### config.mk
export PLATFORM = sky130hd
export DESIGN_NAME = adam7_pixel_address_generator
export DESIGN_NICKNAME = d
export VERILOG_FILES = /design/src/hw/rtl/a7pag_pkg.sv /design/src/hw/rtl/a7pag_queue.sv /design/src/hw/rtl/a7pag_front.sv /design/src/hw/rtl/a7pag_back.sv /design/src/hw/rtl/adam7_pixel_address_generator.sv
export SDC_FILE = /design/constraint.sdc
export NUM_CORES = 1
export LEC_CHECK = 0
export ABC_AREA = 1
export BUFFER_PORTS_ARGS = -buffer_cell sky130_fd_sc_hd__buf_2
export CORE_ASPECT_RATIO = 0.9
export CORE_MARGIN = 1.5
export CORE_UTILIZATION = 41
export DETAILED_ROUTE_END_ITERATION = 10
export PLACE_DENSITY = 0.63
export SETUP_SLACK_MARGIN = 0.15
export SLEW_MARGIN = 0
export SYNTH_ARGS = -nofsm -noshare
export SYNTH_HDL_FRONTEND = slang
export SYNTH_SLANG_ARGS = --single-unit
### constraint.sdc
create_clock -name clk_i -period 9.2 [get_ports clk_i]
set_input_delay 1.38 -clock clk_i [delete_from_list [all_inputs] [get_ports clk_i]]
set_output_delay 1.38 -clock clk_i [all_outputs]
set_load 0.05 [all_outputs]
### src/hw/rtl/a7pag_pkg.sv
// Shared types, constants and pass geometry for the Adam7 pixel address generator.
// Used by every module of the block; depends on nothing.
`timescale 1ns / 1ps

package a7pag_pkg;

  localparam int unsigned PIXEL_W         = 64;
  localparam int unsigned DEST_ROW_W      = 16;
  localparam int unsigned DEST_OFF_W      = 19;
  localparam int unsigned PASS_W          = 3;
  localparam int unsigned BPP_W           = 4;
  localparam int unsigned NUM_PASSES      = 7;
  localparam int unsigned MAX_PIXEL_BYTES = 8;
  localparam int unsigned CFG_IDX_W       = 2;
  localparam int unsigned SHIFT_W         = 2;
  localparam int unsigned START_W         = 3;
  // Output data bus: pixel, row and byte offset, padded to whole bytes.
  localparam int unsigned TDATA_W         = ((PIXEL_W + DEST_ROW_W + DEST_OFF_W + 7) / 8) * 8;
  localparam int unsigned TDATA_PAD_W     = TDATA_W - PIXEL_W - DEST_ROW_W - DEST_OFF_W;

  // Configuration register indexes.
  localparam logic [CFG_IDX_W-1:0] CFG_WIDTH  = 2'd0;
  localparam logic [CFG_IDX_W-1:0] CFG_HEIGHT = 2'd1;
  localparam logic [CFG_IDX_W-1:0] CFG_BPP    = 2'd2;

  typedef logic [PASS_W-1:0] pass_t;

  // Per-item control bits handed from the front to the back.
  typedef struct packed {
    pass_t pass;
    logic  last;
  } a7pag_tag_t;

  localparam int unsigned TAG_W = $bits(a7pag_tag_t);

  function automatic logic [START_W-1:0] pass_start_col(input pass_t p);
    logic [START_W-1:0] v;
    case (p)
      3'd1:    v = 3'd4;
      3'd3:    v = 3'd2;
      3'd5:    v = 3'd1;
      default: v = 3'd0;
    endcase
    return v;
  endfunction

  function automatic logic [START_W-1:0] pass_start_row(input pass_t p);
    logic [START_W-1:0] v;
    case (p)
      3'd2:    v = 3'd4;
      3'd4:    v = 3'd2;
      3'd6:    v = 3'd1;
      default: v = 3'd0;
    endcase
    return v;
  endfunction

  // Steps are powers of two; these give log2 of the column and row step.
  function automatic logic [SHIFT_W-1:0] pass_col_shift(input pass_t p);
    logic [SHIFT_W-1:0] v;
    case (p)
      3'd0, 3'd1: v = 2'd3;
      3'd2, 3'd3: v = 2'd2;
      3'd4, 3'd5: v = 2'd1;
      default:    v = 2'd0;
    endcase
    return v;
  endfunction

  function automatic logic [SHIFT_W-1:0] pass_row_shift(input pass_t p);
    logic [SHIFT_W-1:0] v;
    case (p)
      3'd0, 3'd1, 3'd2: v = 2'd3;
      3'd3, 3'd4:       v = 2'd2;
      default:          v = 2'd1;
    endcase
    return v;
  endfunction

endpackage

### src/hw/rtl/a7pag_queue.sv
// Two-entry queue that decouples the counter front from the address back.
// Depends on nothing but its WIDTH parameter.
`timescale 1ns / 1ps

module a7pag_queue #(
  parameter int unsigned WIDTH = 8
) (
  input  logic             clk_i,
  input  logic             rst_ni,
  input  logic             push_i,
  input  logic [WIDTH-1:0] data_i,
  output logic             full_o,
  input  logic             pop_i,
  output logic             valid_o,
  output logic [WIDTH-1:0] data_o
);

  logic [WIDTH-1:0] mem_q [2];
  logic             wr_ptr_q, wr_ptr_d;
  logic             rd_ptr_q, rd_ptr_d;
  logic [1:0]       cnt_q, cnt_d;

  assign full_o  = cnt_q[1];
  assign valid_o = (cnt_q != 2'd0);
  assign data_o  = mem_q[rd_ptr_q];

  always_comb begin
    wr_ptr_d = push_i ? ~wr_ptr_q : wr_ptr_q;
    rd_ptr_d = pop_i ? ~rd_ptr_q : rd_ptr_q;
    cnt_d    = cnt_q;
    if (push_i && !pop_i) begin
      cnt_d = cnt_q + 2'd1;
    end else if (pop_i && !push_i) begin
      cnt_d = cnt_q - 2'd1;
    end
  end

  always_ff @(posedge clk_i or negedge rst_ni) begin
    if (!rst_ni) begin
      wr_ptr_q <= 1'b0;
      rd_ptr_q <= 1'b0;
      cnt_q    <= 2'd0;
    end else begin
      wr_ptr_q <= wr_ptr_d;
      rd_ptr_q <= rd_ptr_d;
      cnt_q    <= cnt_d;
    end
  end

  always_ff @(posedge clk_i) begin
    if (push_i) begin
      mem_q[wr_ptr_q] <= data_i;
    end
  end

endmodule

### src/hw/rtl/a7pag_front.sv
// Front of the Adam7 address generator: configuration registers and the pass,
// row and column counters. Depends on a7pag_pkg.
`timescale 1ns / 1ps

module a7pag_front import a7pag_pkg::*; #(
  parameter int unsigned DIM_BITS = 16
) (
  input  logic                                  clk_i,
  input  logic                                  rst_ni,
  input  logic                                  cfg_valid_i,
  output logic                                  cfg_ready_o,
  input  logic [CFG_IDX_W-1:0]                  cfg_index_i,
  input  logic [DIM_BITS-1:0]                   cfg_data_i,
  input  logic                                  s_valid_i,
  output logic                                  s_ready_o,
  input  logic [PIXEL_W-1:0]                    s_data_i,
  input  logic                                  q_full_i,
  output logic                                  q_push_o,
  output logic [PIXEL_W+2*DIM_BITS+TAG_W-1:0]   q_data_o,
  output logic [BPP_W-1:0]                      bpp_o
);

  logic [DIM_BITS-1:0] width_q, width_d;
  logic [DIM_BITS-1:0] height_q, height_d;
  logic [BPP_W-1:0]    bpp_q, bpp_d;
  pass_t               pass_q, pass_d;
  logic [DIM_BITS-1:0] row_q, row_d;
  logic [DIM_BITS-1:0] col_q, col_d;

  logic                cfg_hit;
  logic                any_used;
  logic [7:0]          used;
  logic [DIM_BITS:0]   pw_ext, ph_ext;
  logic [DIM_BITS-1:0] pw, ph;
  logic                col_last, row_last;
  pass_t               nxt_pass;
  logic                nxt_found;
  a7pag_tag_t          tag;

  assign cfg_ready_o = 1'b1;
  assign cfg_hit     = cfg_valid_i && ((cfg_index_i == CFG_WIDTH) ||
                       (cfg_index_i == CFG_HEIGHT) || (cfg_index_i == CFG_BPP));

  // Pass 0 starts at the origin, so the image has pixels exactly when it has both dimensions.
  assign any_used  = (width_q != '0) && (height_q != '0);
  assign s_ready_o = !q_full_i;
  assign q_push_o  = s_valid_i && !q_full_i && any_used;
  assign bpp_o     = bpp_q;

  always_comb begin
    used = '0;
    for (int i = 0; i < NUM_PASSES; i++) begin
      used[i] = (width_q > DIM_BITS'(pass_start_col(PASS_W'(i)))) &&
                (height_q > DIM_BITS'(pass_start_row(PASS_W'(i))));
    end
  end

  // Pass size is ceil((size - start) / step); the step is a power of two.
  always_comb begin
    pw_ext = ({1'b0, width_q} + (DIM_BITS+1)'((4'd1 << pass_col_shift(pass_q)) - 4'd1 -
             {1'b0, pass_start_col(pass_q)})) >> pass_col_shift(pass_q);
    ph_ext = ({1'b0, height_q} + (DIM_BITS+1)'((4'd1 << pass_row_shift(pass_q)) - 4'd1 -
             {1'b0, pass_start_row(pass_q)})) >> pass_row_shift(pass_q);
    pw = DIM_BITS'(pw_ext);
    ph = DIM_BITS'(ph_ext);
  end

  assign col_last = (col_q == (pw - DIM_BITS'(1)));
  assign row_last = (row_q == (ph - DIM_BITS'(1)));

  // Lowest non-empty pass above the current one.
  always_comb begin
    nxt_pass  = '0;
    nxt_found = 1'b0;
    for (int i = NUM_PASSES - 1; i >= 0; i--) begin
      if (used[i] && (PASS_W'(i) > pass_q)) begin
        nxt_pass  = PASS_W'(i);
        nxt_found = 1'b1;
      end
    end
  end

  always_comb begin
    tag.pass = pass_q;
    tag.last = col_last && row_last && !nxt_found;
  end

  assign q_data_o = {tag, col_q, row_q, s_data_i};

  always_comb begin
    width_d  = width_q;
    height_d = height_q;
    bpp_d    = bpp_q;
    pass_d   = pass_q;
    row_d    = row_q;
    col_d    = col_q;
    if (cfg_hit) begin
      case (cfg_index_i)
        CFG_WIDTH:  width_d  = cfg_data_i;
        CFG_HEIGHT: height_d = cfg_data_i;
        CFG_BPP:    bpp_d    = cfg_data_i[BPP_W-1:0];
        default:    ;
      endcase
      // Any register write restarts the image.
      pass_d = '0;
      row_d  = '0;
      col_d  = '0;
    end else if (q_push_o) begin
      if (!col_last) begin
        col_d = col_q + DIM_BITS'(1);
      end else begin
        col_d = '0;
        if (!row_last) begin
          row_d = row_q + DIM_BITS'(1);
        end else begin
          row_d  = '0;
          pass_d = nxt_found ? nxt_pass : '0;
        end
      end
    end
  end

  always_ff @(posedge clk_i or negedge rst_ni) begin
    if (!rst_ni) begin
      width_q  <= DIM_BITS'(1);
      height_q <= DIM_BITS'(1);
      bpp_q    <= BPP_W'(1);
      pass_q   <= '0;
      row_q    <= '0;
      col_q    <= '0;
    end else begin
      width_q  <= width_d;
      height_q <= height_d;
      bpp_q    <= bpp_d;
      pass_q   <= pass_d;
      row_q    <= row_d;
      col_q    <= col_d;
    end
  end

endmodule

### src/hw/rtl/a7pag_back.sv
// Back of the Adam7 address generator: destination row and byte offset math
// and the output register. Depends on a7pag_pkg.
`timescale 1ns / 1ps

module a7pag_back import a7pag_pkg::*; #(
  parameter int unsigned DIM_BITS = 16
) (
  input  logic                                  clk_i,
  input  logic                                  rst_ni,
  input  logic                                  q_valid_i,
  input  logic [PIXEL_W+2*DIM_BITS+TAG_W-1:0]   q_data_i,
  output logic                                  q_pop_o,
  input  logic [BPP_W-1:0]                      bpp_i,
  output logic                                  m_valid_o,
  input  logic                                  m_ready_i,
  output logic [TDATA_W-1:0]                    m_data_o,
  output logic [PASS_W-1:0]                     m_user_o,
  output logic                                  m_last_o
);

  localparam int unsigned ITEM_W = PIXEL_W + 2 * DIM_BITS + TAG_W;
  localparam int unsigned PROD_W = DEST_OFF_W + BPP_W;

  logic [PIXEL_W-1:0]    pix;
  logic [DIM_BITS-1:0]   prow, pcol;
  a7pag_tag_t            tag;
  logic [DIM_BITS+2:0]   row_full, col_full;
  logic [DEST_OFF_W-1:0] col_trim;
  logic [BPP_W-1:0]      bpp_eff;
  logic [PROD_W-1:0]     prod;

  logic                  valid_q, valid_d;
  logic [PIXEL_W-1:0]    pix_q;
  logic [DEST_ROW_W-1:0] row_q;
  logic [DEST_OFF_W-1:0] off_q;
  pass_t                 pass_q;
  logic                  last_q;

  assign pix  = q_data_i[PIXEL_W-1:0];
  assign prow = q_data_i[PIXEL_W +: DIM_BITS];
  assign pcol = q_data_i[PIXEL_W+DIM_BITS +: DIM_BITS];
  assign tag  = a7pag_tag_t'(q_data_i[ITEM_W-1 -: TAG_W]);

  always_comb begin
    row_full = ({3'b000, prow} << pass_row_shift(tag.pass)) +
               (DIM_BITS+3)'(pass_start_row(tag.pass));
    col_full = ({3'b000, pcol} << pass_col_shift(tag.pass)) +
               (DIM_BITS+3)'(pass_start_col(tag.pass));
    col_trim = DEST_OFF_W'(col_full);
    if (bpp_i == '0) begin
      bpp_eff = BPP_W'(1);
    end else if (bpp_i > BPP_W'(MAX_PIXEL_BYTES)) begin
      bpp_eff = BPP_W'(MAX_PIXEL_BYTES);
    end else begin
      bpp_eff = bpp_i;
    end
    prod = PROD_W'(col_trim) * PROD_W'(bpp_eff);
  end

  // The output register refills in the same cycle that its content is taken.
  assign q_pop_o = q_valid_i && (!valid_q || m_ready_i);

  always_comb begin
    valid_d = valid_q;
    if (q_pop_o) begin
      valid_d = 1'b1;
    end else if (m_ready_i) begin
      valid_d = 1'b0;
    end
  end

  always_ff @(posedge clk_i or negedge rst_ni) begin
    if (!rst_ni) begin
      valid_q <= 1'b0;
    end else begin
      valid_q <= valid_d;
    end
  end

  always_ff @(posedge clk_i) begin
    if (q_pop_o) begin
      pix_q  <= pix;
      row_q  <= DEST_ROW_W'(row_full);
      off_q  <= DEST_OFF_W'(prod);
      pass_q <= tag.pass;
      last_q <= tag.last;
    end
  end

  assign m_valid_o = valid_q;
  assign m_data_o  = {{TDATA_PAD_W{1'b0}}, off_q, row_q, pix_q};
  assign m_user_o  = pass_q;
  assign m_last_o  = last_q;

endmodule

### src/hw/rtl/adam7_pixel_address_generator.sv
// Top level of the Adam7 pixel address generator: front counters, queue and
// address back end. Depends on a7pag_pkg, a7pag_front, a7pag_queue and a7pag_back.
`timescale 1ns / 1ps

// Takes the unfiltered pixels of an Adam7-interlaced image in pass order and returns
// each one with its destination row, its byte offset within that row (column times
// bytes per pixel, clamped to 1..8), its pass number on tuser and tlast on the final
// pixel of the image. The block sustains one pixel per cycle while the output
// takes results. A pixel is written into a two-entry queue at its input transfer,
// then goes through the address multiply into the output register, from which it
// leaves. While the output is held off, the queue and the output register take three
// pixels before the input stalls. Any register write restarts the image at pass 0;
// the user must see that registers are written only while no pixel is in flight;
// the block does not enforce this. While width or height is zero, pixels are taken
// and dropped without a result. After the last pixel the counters start the next image.
module adam7_pixel_address_generator import a7pag_pkg::*; #(
  parameter int unsigned DIM_BITS = 16
) (
  input  logic                  clk_i,
  input  logic                  rst_ni,
  input  logic                  cfg_valid_i,
  output logic                  cfg_ready_o,
  input  logic [CFG_IDX_W-1:0]  cfg_index_i,
  input  logic [DIM_BITS-1:0]   cfg_data_i,
  input  logic                  s_axis_tvalid,
  output logic                  s_axis_tready,
  input  logic [PIXEL_W-1:0]    s_axis_tdata,   // [63:0] pixel_data
  output logic                  m_axis_tvalid,
  input  logic                  m_axis_tready,
  output logic [TDATA_W-1:0]    m_axis_tdata,   // [63:0] pixel_out, [79:64] dest_row,
                                                // [98:80] dest_byte_offset, rest zero
  output logic [PASS_W-1:0]     m_axis_tuser,   // [2:0] pass_number
  output logic                  m_axis_tlast    // last_pixel
);

  localparam int unsigned ITEM_W = PIXEL_W + 2 * DIM_BITS + TAG_W;

  logic              q_push, q_full, q_pop, q_valid;
  logic [ITEM_W-1:0] q_wdata, q_rdata;
  logic [BPP_W-1:0]  bpp;

  a7pag_front #(
    .DIM_BITS(DIM_BITS)
  ) u_front (
    .clk_i      (clk_i),
    .rst_ni     (rst_ni),
    .cfg_valid_i(cfg_valid_i),
    .cfg_ready_o(cfg_ready_o),
    .cfg_index_i(cfg_index_i),
    .cfg_data_i (cfg_data_i),
    .s_valid_i  (s_axis_tvalid),
    .s_ready_o  (s_axis_tready),
    .s_data_i   (s_axis_tdata),
    .q_full_i   (q_full),
    .q_push_o   (q_push),
    .q_data_o   (q_wdata),
    .bpp_o      (bpp)
  );

  a7pag_queue #(
    .WIDTH(ITEM_W)
  ) u_queue (
    .clk_i  (clk_i),
    .rst_ni (rst_ni),
    .push_i (q_push),
    .data_i (q_wdata),
    .full_o (q_full),
    .pop_i  (q_pop),
    .valid_o(q_valid),
    .data_o (q_rdata)
  );

  a7pag_back #(
    .DIM_BITS(DIM_BITS)
  ) u_back (
    .clk_i    (clk_i),
    .rst_ni   (rst_ni),
    .q_valid_i(q_valid),
    .q_data_i (q_rdata),
    .q_pop_o  (q_pop),
    .bpp_i    (bpp),
    .m_valid_o(m_axis_tvalid),
    .m_ready_i(m_axis_tready),
    .m_data_o (m_axis_tdata),
    .m_user_o (m_axis_tuser),
    .m_last_o (m_axis_tlast)
  );

  // The front never writes into a full queue.
  assert property (@(posedge clk_i) disable iff (!rst_ni) q_push |-> !q_full)
    else $error("item pushed into full queue");

  // The back never pops an empty queue.
  assert property (@(posedge clk_i) disable iff (!rst_ni) q_pop |-> q_valid)
    else $error("item popped from empty queue");

  // Results carry a real pass number and zero padding.
  assert property (@(posedge clk_i) disable iff (!rst_ni)
    m_axis_tvalid |-> (m_axis_tuser != 3'd7) &&
                      (m_axis_tdata[TDATA_W-1:TDATA_W-TDATA_PAD_W] == '0))
    else $error("bad pass number or padding on result");

endmodule
==> results_dict.tcl, run 1 <==
set metrics [dict create \
    die_y_um 225.8 \
    crit_family "simple AND/OR/NAND/NOR gates" \
    finalSetupTns_ns 0 \
    power_leakage_uw 0.01187 \
    setup_ws_ns 2.003 \
    final_max_slew_viol_count 0 \
    status "completed" \
    hold_viol 0 \
    maxCapViolations 0 \
    synth-edff-count 301 \
    grt_pass1_wl_um 87690 \
    fin_nets 3072 \
    ys_seq_elements 377 \
    cp-end-kind "flop" \
    syn_avg_cell_area_um2 8.444 \
    layout_commonest_cell "nand2_1" \
    ys_types 51 \
    drive_above_1_share_pct 12.10 \
    vias 18011 \
    drt_iter0_markers 1194 \
    avgViaCountPerCell 5.004 \
    fp.coreArea_mm2 0.05442 \
    hold_path.class "reg2reg" \
    required_ns 9.51 \
    rsz0062_at_grt "false" \
    detail-route-antenna-nets 0 \
    ys_seq_area_share_pct 48.38 \
    cts_resized 0 \
    synth_top_area_share_pct 39.96 \
    max-clock-path-buffers 3 \
    path_clk_slew_ns 0.06 \
    grt_pass1_vias 17594 \
    antenna_found_initial 0 \
    fin_crit_ns 7.197 \
    fillers 5211 \
    cp.arrival_ns 7.51 \
    htreeDepth 2 \
    dieArea_mm2 0.05660 \
    port_buffers 191 \
    finalClockSkew_ns 0.02566 \
    synth_top_area_cell "edfxtp_1" \
    wl_um 53130 \
    layout_common_cells "843 x nand2_1, 330 x inv_1, 301 x nand3_1, 301 x edfxtp_1, 190 x buf_2" \
    numClockSinks 377 \
    rows 81 \
    dr.pass1.iters 6 \
    globalplace.congestion 0.8790 \
    ys.flop_type "edfxtp_1" \
    ir_worst_vdd_mv 0.1794 \
    relSlewSlack_pct 23.57 \
    setup_viol 0 \
    areaGrowthSynthToFinish_pct 13.53 \
    clock-root-buffer "clkbuf_16" \
    critical_path_class "reg2reg" \
    fmax_mhz 138.9 \
    synth_area_leaders "edfxtp_1 40%, nand2_1 14%, dfrtp_1 8.1%, nand3_1 6.7%, inv_1 5.5%" \
    dieWidth_um 250.6 \
    grt_usage_pct 19.02 \
    gr-total-overflow 0 \
    slowest_delay_ns 0.87 \
    initial_utilization_pct 41.57 \
    crit_slowest_cell "dfrtp_4" \
    worstMarginPinSlew_ns 1.143 \
    cp_common_cell "nand2_1" \
    path_max_fanout 61 \
    syn_area_mm2 0.02262 \
    dp_hpwl_um 39840 \
    ys_warn_count 0 \
    synthArstFlopShare_pct 20.16 \
    clk_latency_ns 0.58 \
    finalCritPeriodShare_pct 78.23 \
    ctsHoldBuffers 0 \
    cts_made_buffers 41 \
    grt_max_degree 79 \
    p_per_area_mw_per_mm2 376.2 \
    wl_per_cell_um 14.76 \
    worst-path-buf-inv 7 \
    critical_path.startpoint_type "flop" \
    cts_tree "built" \
    remaining_drc_errors 0 \
    pre_cts_slack_ns 2.029 \
    syn_inst 2679 \
    cts_setup_buffers 0 \
    ios 198 \
]
## state kept, by name, summed over array words and instances, names as in the netlist
name / cells
u_queue.mem_q: 198
u_front.row_q: 16
u_back.m_user_o: 3
u_queue.wr_ptr_q: 1
u_back.row_q: 16
u_front.width_q: 16
u_queue.cnt_q: 2
u_front.pass_q: 3
u_back.pix_q: 64
u_back.m_valid_o: 1
u_front.bpp_o: 4
u_back.off_q: 19
u_front.height_q: 16
u_queue.rd_ptr_q: 1
u_front.col_q: 16
u_back.m_last_o: 1
## per-stage QoR
stage               hold slack, ns  cells  area, µm²  utilization, %  total power [µW]
CTS                         0.4872   3598      25680           47.18              9737
floorplan                   0.4458   2685      22640               -              6839
detailed placement          0.4754   3522      24230           44.53              7955
global placement            0.4613   3522      24230           44.53              7839
finish                      0.4870   3599      25680           47.19              9661
global route                0.5123   3598      25680           47.18             10470
## path summary, 6_finish.rpt
kind | startpoint | end | slack, ns | depth (start not counted)
max | u_queue.rd_ptr_q | u_back.off_q[18] | 2.00 | 35
min | u_queue.cnt_q[0] | u_queue.cnt_q[0] | 0.49 | 1
max in group asynchronous | rst_ni | u_queue.rd_ptr_q | 7.36 | 2
min reg2reg | u_queue.cnt_q[0] | u_queue.cnt_q[0] | 0.49 | 1
min in group asynchronous | rst_ni | u_front.row_q[15] | 0.63 | 1
max reg2reg | u_queue.rd_ptr_q | u_back.off_q[18] | 2.00 | 35
## power breakdown
group | internal (µW) | switching, µW
combinational | 1450 | 3740
sequential | 2530 | 207
clock | 1040 | 695
total | 5020 | 4640
## cell type report
class                      count  area [µm²]  area share [%]
clock buffer                  47        1069           4.161
inverter                     345        1295           5.042
multi-input combinational   1891       10050           39.15
tap                          705       882.1           3.435
sequential                   377       10950           42.63
clock inverter                29       376.6           1.466
timing repair buffer         204        1056           4.112
antenna                        1       2.502        0.009744
## cells in the mapped netlist (8+ instances only)
cell type  count
edfxtp_1     301
ha_1          87
o21ai_2        8
buf_4         15
clkbuf_1      29
nor4_1         9
buf_2         14
o21bai_1       8
nand3_1      301
o21ai_1       27
xor2_1        58
nand4_1       37
dfrtp_1       73
inv_2         14
nand3_2        8
nand2_1      843
o21ai_0      109
nor2_2        11
nor2_1       173
buf_1          9
xnor2_1       12
a21oi_1       51
inv_1        330
or2_2         19
fa_1          38
nor3_1        31
## cell families (layout without fill, tap and decap cells)
| kind of cell | count (synthesis) | after routing | share of synthesized area, % |
|---|---|---|---|
| DFF | 377 | 377 | 48.38 |
| other | 2 | 9 | 0.03320 |
| buffers and inverters | 417 | 625 | 7.411 |
| muxes | 7 | 7 | 0.3097 |
| AOI/OAI and AO/OA | 218 | 218 | 5.221 |
| xor gates and xnor gates | 70 | 70 | 2.710 |
| adders and majority gates | 125 | 125 | 8.175 |
| and+or+nand+nor | 1463 | 1463 | 27.76 |
## layer usage
| metal | share of wire (%) | vias up | GRT usage [%] |
|---|---|---|---|
| li1 | - | 9140 | - |
| met3 | 5.6 | 82 | 2.882 |
| met4 | 2.4 | 0 | 5.572 |
| met1 | 47 | 8360 | 25.89 |
| met2 | 45 | 429 | 31.47 |
| met5 | 0 | - | 0 |
Power figures use the tool's default switching activity.
==> inputs of run 2 (changes only) <==
--- a/config.mk
+++ b/config.mk
@@ -11,7 +11,7 @@
 export CORE_MARGIN = 1.5
 export CORE_UTILIZATION = 41
 export DETAILED_ROUTE_END_ITERATION = 10
-export PLACE_DENSITY = 0.63
+export PLACE_DENSITY = 0.66
 export SETUP_SLACK_MARGIN = 0.15
 export SLEW_MARGIN = 0
 export SYNTH_ARGS = -nofsm -noshare
==> constraint.sdc (replaced) <==
create_clock -name clk_i -period 6.3 [get_ports clk_i]
set_input_delay 0.945 -clock clk_i [delete_from_list [all_inputs] [get_ports clk_i]]
set_output_delay 0.945 -clock clk_i [all_outputs]
set_load 0.05 [all_outputs]
==> run 2 against run 1 <==
Combinational power up 50%. Clock-buffer cell count up 2. Clock skew down 0.00081 ns. Non-clock buffer count up 15. Core utilization up 0.23 points. Cell count up 0.33%. Critical endpoint unchanged. Largest power group unchanged.
==> results_dict.tcl, run 2 (synthesis results as in run 1) <==
set metrics [dict create \
    status "completed" \
    setup_ws_ns 0.5269 \
    relSlewSlack_pct 23.29 \
    met2_length_um 23590 \
    cp_common_cell "nand2_1" \
    hold_viol 0 \
    final_max_slew_viol_count 0 \
    finalSetupTns_ns 0 \
    antenna_found_initial 3 \
    crit_slowest_cell "dfrtp_4" \
    ctsHoldBuffers 0 \
    critical_path_class "reg2reg" \
    initial_utilization_pct 41.57 \
    die_y_um 225.8 \
    clk_latency_ns 0.57 \
    power_leakage_uw 0.01189 \
    layout_common_cells "841 x nand2_1, 328 x inv_1, 301 x nand3_1, 301 x edfxtp_1, 190 x buf_2" \
    routed.top_layer "met5" \
    ios 198 \
    hold_ws_ns 0.1499 \
    drt-met1-wl_um 24920 \
    worstMarginPinSlew_ns 1.147 \
    regMostFlops "u_queue.mem_q" \
    remaining_drc_errors 0 \
    cp.arrival_ns 6.08 \
    dp_hpwl_um 39630 \
    maxCapViolations 0 \
    rsz0062_at_grt "true" \
    wl_um 52550 \
    required_ns 6.61 \
    layout_commonest_cell "nand2_1" \
    dr.pass1.iters 7 \
    finalClockSkew_ns 0.02484 \
    worstReg2RegStart "u_queue.rd_ptr_q" \
    cp-end-kind "flop" \
    fillers 5213 \
    clock-root-buffer "clkbuf_16" \
    critical_path.startpoint_type "flop" \
    setup_viol 0 \
    fp.coreArea_mm2 0.05442 \
    fin_crit_ns 5.773 \
    path_max_fanout 6 \
    grt_max_degree 82 \
    startpoint "u_queue.rd_ptr_q" \
    dieArea_mm2 0.05660 \
    hold_path.class "in2async" \
    avgViaCountPerCell 4.971 \
    fin_nets 3087 \
    dieWidth_um 250.6 \
    max-clock-path-buffers 3 \
    fin_cells 3611 \
    slowest_delay_ns 0.52 \
    ir_worst_vdd_mv 0.2398 \
    p_per_area_mw_per_mm2 546.2 \
    grt_pass1_wl_um 85490 \
    globalplace.congestion 0.8563 \
    drt_iter0_markers 1203 \
    cts_made_buffers 41 \
    port_buffers 191 \
    cts_tree "built" \
    grt_usage_pct 18.45 \
    areaGrowthSynthToFinish_pct 14.07 \
    finalCritPeriodShare_pct 91.64 \
    place_inst 3532 \
    fmax_mhz 173.2 \
    largest_register_ffs 198 \
    pre_cts_slack_ns 0.2532 \
    htreeDepth 2 \
    detail-route-antenna-nets 0 \
    drive_above_1_share_pct 13.12 \
    wl_per_cell_um 14.55 \
    numClockSinks 377 \
    vias 17950 \
    grt_pass1_vias 17030 \
    reg_top3 "u_queue.mem_q (198), u_back.pix_q (64), u_back.off_q (19)" \
    route.met3.wl_um 3020 \
    path_clk_slew_ns 0.06 \
    rows 81 \
    gr-total-overflow 0 \
]
run 2: cell count changes in the layout (fill, tap and decap cells not counted), moves of 3 or more:
cell | previous run | this run
o21ai_0 | 108 | 104
bufinv_16 | 7 | 3
clkbuf_1 | 4 | 7
a21oi_2 | 3 | 6
a21oi_1 | 50 | 47
buf_4 | 14 | 28
nor2_1 | 171 | 168
ha_1 | 87 | 84
clkinv_1 | 10 | 7
ha_4 | 0 | 3
run 2: final timing paths:
kind / end / slack [ns] / depth (start not counted)
min reg2reg: u_queue.cnt_q[0] / 0.48 / 1
max: u_back.off_q[18] / 0.53 / 35
min: u_front.height_q[13] / 0.15 / 1
min in group clk_i: u_queue.cnt_q[0] / 0.48 / 1
max reg2reg: u_back.off_q[18] / 0.53 / 35
max in group asynchronous: u_queue.rd_ptr_q / 4.92 / 2
run 2: metal layers:
metal | GRT usage [%] | up-vias
met5 | 0 | -
met3 | 3.366 | 62
li1 | - | 9148
met4 | 4.633 | 4
met1 | 25.35 | 8301
met2 | 30.15 | 435
run 2: cell type report:
cell class | instances | area [µm²] | area share [%]
diodes | 1 | 2.502 | 0.009697
inverters | 345 | 1297 | 5.028
repair buffers | 219 | 1172 | 4.543
clock buffers | 49 | 1066 | 4.131
clock inverters | 24 | 271.5 | 1.052
well taps | 705 | 882.1 | 3.418
multi-input cells | 1891 | 10160 | 39.39
flip-flops and latches | 377 | 10950 | 42.43
run 2: per-stage QoR:
step / power (µW) / instance area (µm²) / utilization, %
global placement: 11410 / 24310 / 44.67
floorplan: 9958 / 22650 / -
detailed placement: 11590 / 24310 / 44.67
CTS: 14000 / 25650 / 47.13
global route: 15280 / 25800 / 47.41
finish: 14100 / 25800 / 47.41
run 2: where the power goes:
group	switching, µW	total [µW]	internal, µW
registers	246	3940	3700
logic	5540	7780	2250
clock network	1010	2370	1360
total	6790	14100	7300
run 2: what timing repair did:
item | 4_1_cts | 5_1_grt
resized for setup | 0 | 32
setup buffers | 0 | 5
setup endpoints to repair | 0 | 5
hold endpoints to repair | 0 | 0
run 2: worst max-delay path: cells and delay by family, from the launching register on:
kind	cells	cell delay [ns]
adders and majority gates	4	1.70
buffers and inverters	5	0.42
and+or+nand+nor	16	1.68
AOI/OAI and AO/OA	9	0.97
xor gates and xnor gates	1	0.22
DFF	1	0.52
==> inputs of run 3 (changes only) <==
--- a/config.mk
+++ b/config.mk
@@ -11,9 +11,10 @@
 export CORE_MARGIN = 1.5
 export CORE_UTILIZATION = 41
 export DETAILED_ROUTE_END_ITERATION = 10
-export PLACE_DENSITY = 0.66
+export PLACE_DENSITY = 0.65
 export SETUP_SLACK_MARGIN = 0.15
 export SLEW_MARGIN = 0
 export SYNTH_ARGS = -nofsm -noshare
 export SYNTH_HDL_FRONTEND = slang
+export SYNTH_HIERARCHICAL = 1
 export SYNTH_SLANG_ARGS = --single-unit
==> run 3 against run 2 <==
Core utilization decreased by 1.7 points. First-iteration DRC count up 2.2%. Largest power group unchanged. Register-to-register slack gained 0.06 ns. Critical path type unchanged. Sequential share of layout area is 1.6 points lower. Hold slack better by 0.083 ns. Highest routed layer is now met4. Wire length decreased by 0.77%. Power fell by 4.9%.
==> results_dict.tcl, run 3 <==
set metrics [dict create \
    ys_warn_count 6 \
    power_leakage_uw 0.01227 \
    regToRegSetupSlack_ns 0.58 \
    rsz0062_at_grt "true" \
    syn_inst 2724 \
    wl_per_cell_um 14.26 \
    max-clock-path-buffers 3 \
    remaining_drc_errors 0 \
    drt_iter0_markers 1229 \
    dp_hpwl_um 39510 \
    grt_pass1_wl_um 86020 \
    syn_area_mm2 0.02441 \
    cts_tree "built" \
    numClockSinks 377 \
    combPwrFrac_pct 53.7 \
    wl_um 52150 \
    grt_pass1_vias 16953 \
    ios 198 \
    drive_above_1_share_pct 16.89 \
    path_max_fanout 25 \
    cts_made_buffers 41 \
    internal-power_uw 7216 \
    dr.pass1.iters 5 \
    reg2reg_depth 25 \
    p_sw_share_pct 46.14 \
    relSlewSlack_pct 31.38 \
    htreeDepth 2 \
    hold_viol 0 \
    seq_area_mm2 0.01095 \
    required_ns 6.61 \
    clock_power_share_pct 17.2 \
    regMostFlops "u_queue/mem_q" \
    p_seq_share_pct 29.1 \
    p_sw_uw 6182 \
    detail-route-antenna-nets 0 \
    ir_worst_vdd_mv 0.2102 \
    dieArea_mm2 0.06100 \
    worstMarginPinSlew_ns 1.029 \
    gr-total-overflow 0 \
    critical_path.startpoint_type "flop" \
    reg_top3 "u_queue/mem_q (198), u_back/pix_q (64), u_back/off_q (19)" \
    areaGrowthSynthToFinish_pct 9.941 \
    hold_path.class "in2async" \
    cp.arrival_ns 6.03 \
    clock-root-buffer "clkbuf_16" \
    clk_latency_ns 0.58 \
    fillers 5647 \
    syn_avg_cell_area_um2 8.960 \
    finalClockSkew_ns 0.03291 \
    worstReg2RegStart "u_queue/rd_ptr_q" \
    finalCritPeriodShare_pct 90.72 \
    critical_path_class "reg2reg" \
    port_buffers 191 \
    layout_commonest_cell "nand2_1" \
    avgViaCountPerCell 4.905 \
    largest_register_ffs 198 \
    p_per_area_mw_per_mm2 499.4 \
    status "completed" \
    globalplace.congestion 0.8619 \
    antenna_found_initial 1 \
    die_y_um 234.5 \
    fin_nets 3068 \
    multiInputGateArea_mm2 0.01107 \
    finalSetupTns_ns 0 \
    fmax_mhz 175.0 \
    cts_setup_buffers 0 \
    setup_viol 0 \
    grt_max_degree 100 \
    layout_common_cells "664 x nand2_1, 360 x inv_1, 314 x nand3_1, 301 x edfxtp_1, 219 x nor2_1" \
    initial_utilization_pct 41.62 \
    reg2reg_to "u_back/off_q[16]" \
    vias 17942 \
    grt_usage_pct 17.27 \
    maxCapViolations 0 \
    fin_crit_ns 5.716 \
    rows 84 \
    cp-end-kind "flop" \
    dieWidth_um 260.2 \
    final_max_slew_viol_count 0 \
    p_total_uw 13400 \
    path_clk_slew_ns 0.06 \
    fp.coreArea_mm2 0.05865 \
]
## run 3: metrics by stage
stage | worst slack (ns) | hold slack (ns) | area (µm²) | utilization (%) | std cells
after floorplan | 0.2770 | 0.4368 | 24430 | - | 2729
after global placement | 0.6704 | 0.4692 | 25520 | 43.51 | 3583
after detailed placement | 0.5555 | 0.4825 | 25520 | 43.51 | 3583
after CTS | 0.5353 | 0.2158 | 26820 | 45.74 | 3657
after global routing | 0.07776 | 0.2338 | 26830 | 45.75 | 3658
final | 0.5845 | 0.2327 | 26830 | 45.75 | 3658
## run 3: worst max-delay path, stage by stage (launching register included)
cell and delay (ns):
dfrtp_4 0.56, mux2_4 0.45, nor3_1 0.24, ha_1 0.20, inv_1 0.05, fa_1 0.40
nor2_1 0.12, nor2_1 0.06, nor2_2 0.13, nand2_1 0.09, nor2_1 0.17, xor2_2 0.23
nor2_1 0.10, fa_1 0.55, inv_1 0.05, fa_1 0.52, inv_1 0.04, ha_1 0.34
nand2_1 0.09, inv_1 0.05, nand4_1 0.09, o211ai_1 0.17, a21boi_0 0.22, nor3_1 0.25
a21oi_1 0.12, xor2_1 0.15
## run 3: power by group through the flow
stage / registers, µW / clock network (µW) / logic, µW
2_1_floorplan: 5040 / 0 / 4800
3_3_place_gp: 3930 / 0 / 7150
3_5_place_dp: 3960 / 0 / 7200
4_1_cts: 3910 / 2390 / 7230
5_1_grt: 3970 / 2470 / 8100
6_report: 3900 / 2310 / 7200
## run 3: how the worst max path moves through the flow
| stage | start | to |
|---|---|---|
| after floorplan | u_front/height_q[8] | u_queue/mem_q[0][0] |
| after global placement | u_queue/rd_ptr_q | u_back/off_q[16] |
| after detailed placement | u_queue/rd_ptr_q | u_back/off_q[16] |
| after CTS | u_queue/rd_ptr_q | u_back/off_q[16] |
| after global routing | u_queue/rd_ptr_q | u_back/off_q[16] |
| final | u_queue/rd_ptr_q | u_back/off_q[16] |
## run 3: what timing repair did
item                                    in CTS  in global routing
hold buffers                                 0                  0
endpoints found under the setup margin       0                  3
gates resized for setup                      0                  2
## run 3: routing by layer
layer	routed length [µm]	track usage, %	vias to the layer above
met2	23960	28.84	385
met5	0	0	-
met1	24760	23.75	8352
met3	2535	2.498	63
li1	-	-	9142
met4	891	3.956	0
## run 3: cell type report
cell class / count / area share (%)
Multi-Input combinational cell: 1844 / 41.27
Tap cell: 774 / 3.609
Antenna cell: 1 / 0.009326
Clock inverter: 16 / 0.5409
Inverter: 379 / 5.321
Timing Repair Buffer: 209 / 4.122
Clock buffer: 58 / 4.327
Sequential cell: 377 / 40.80
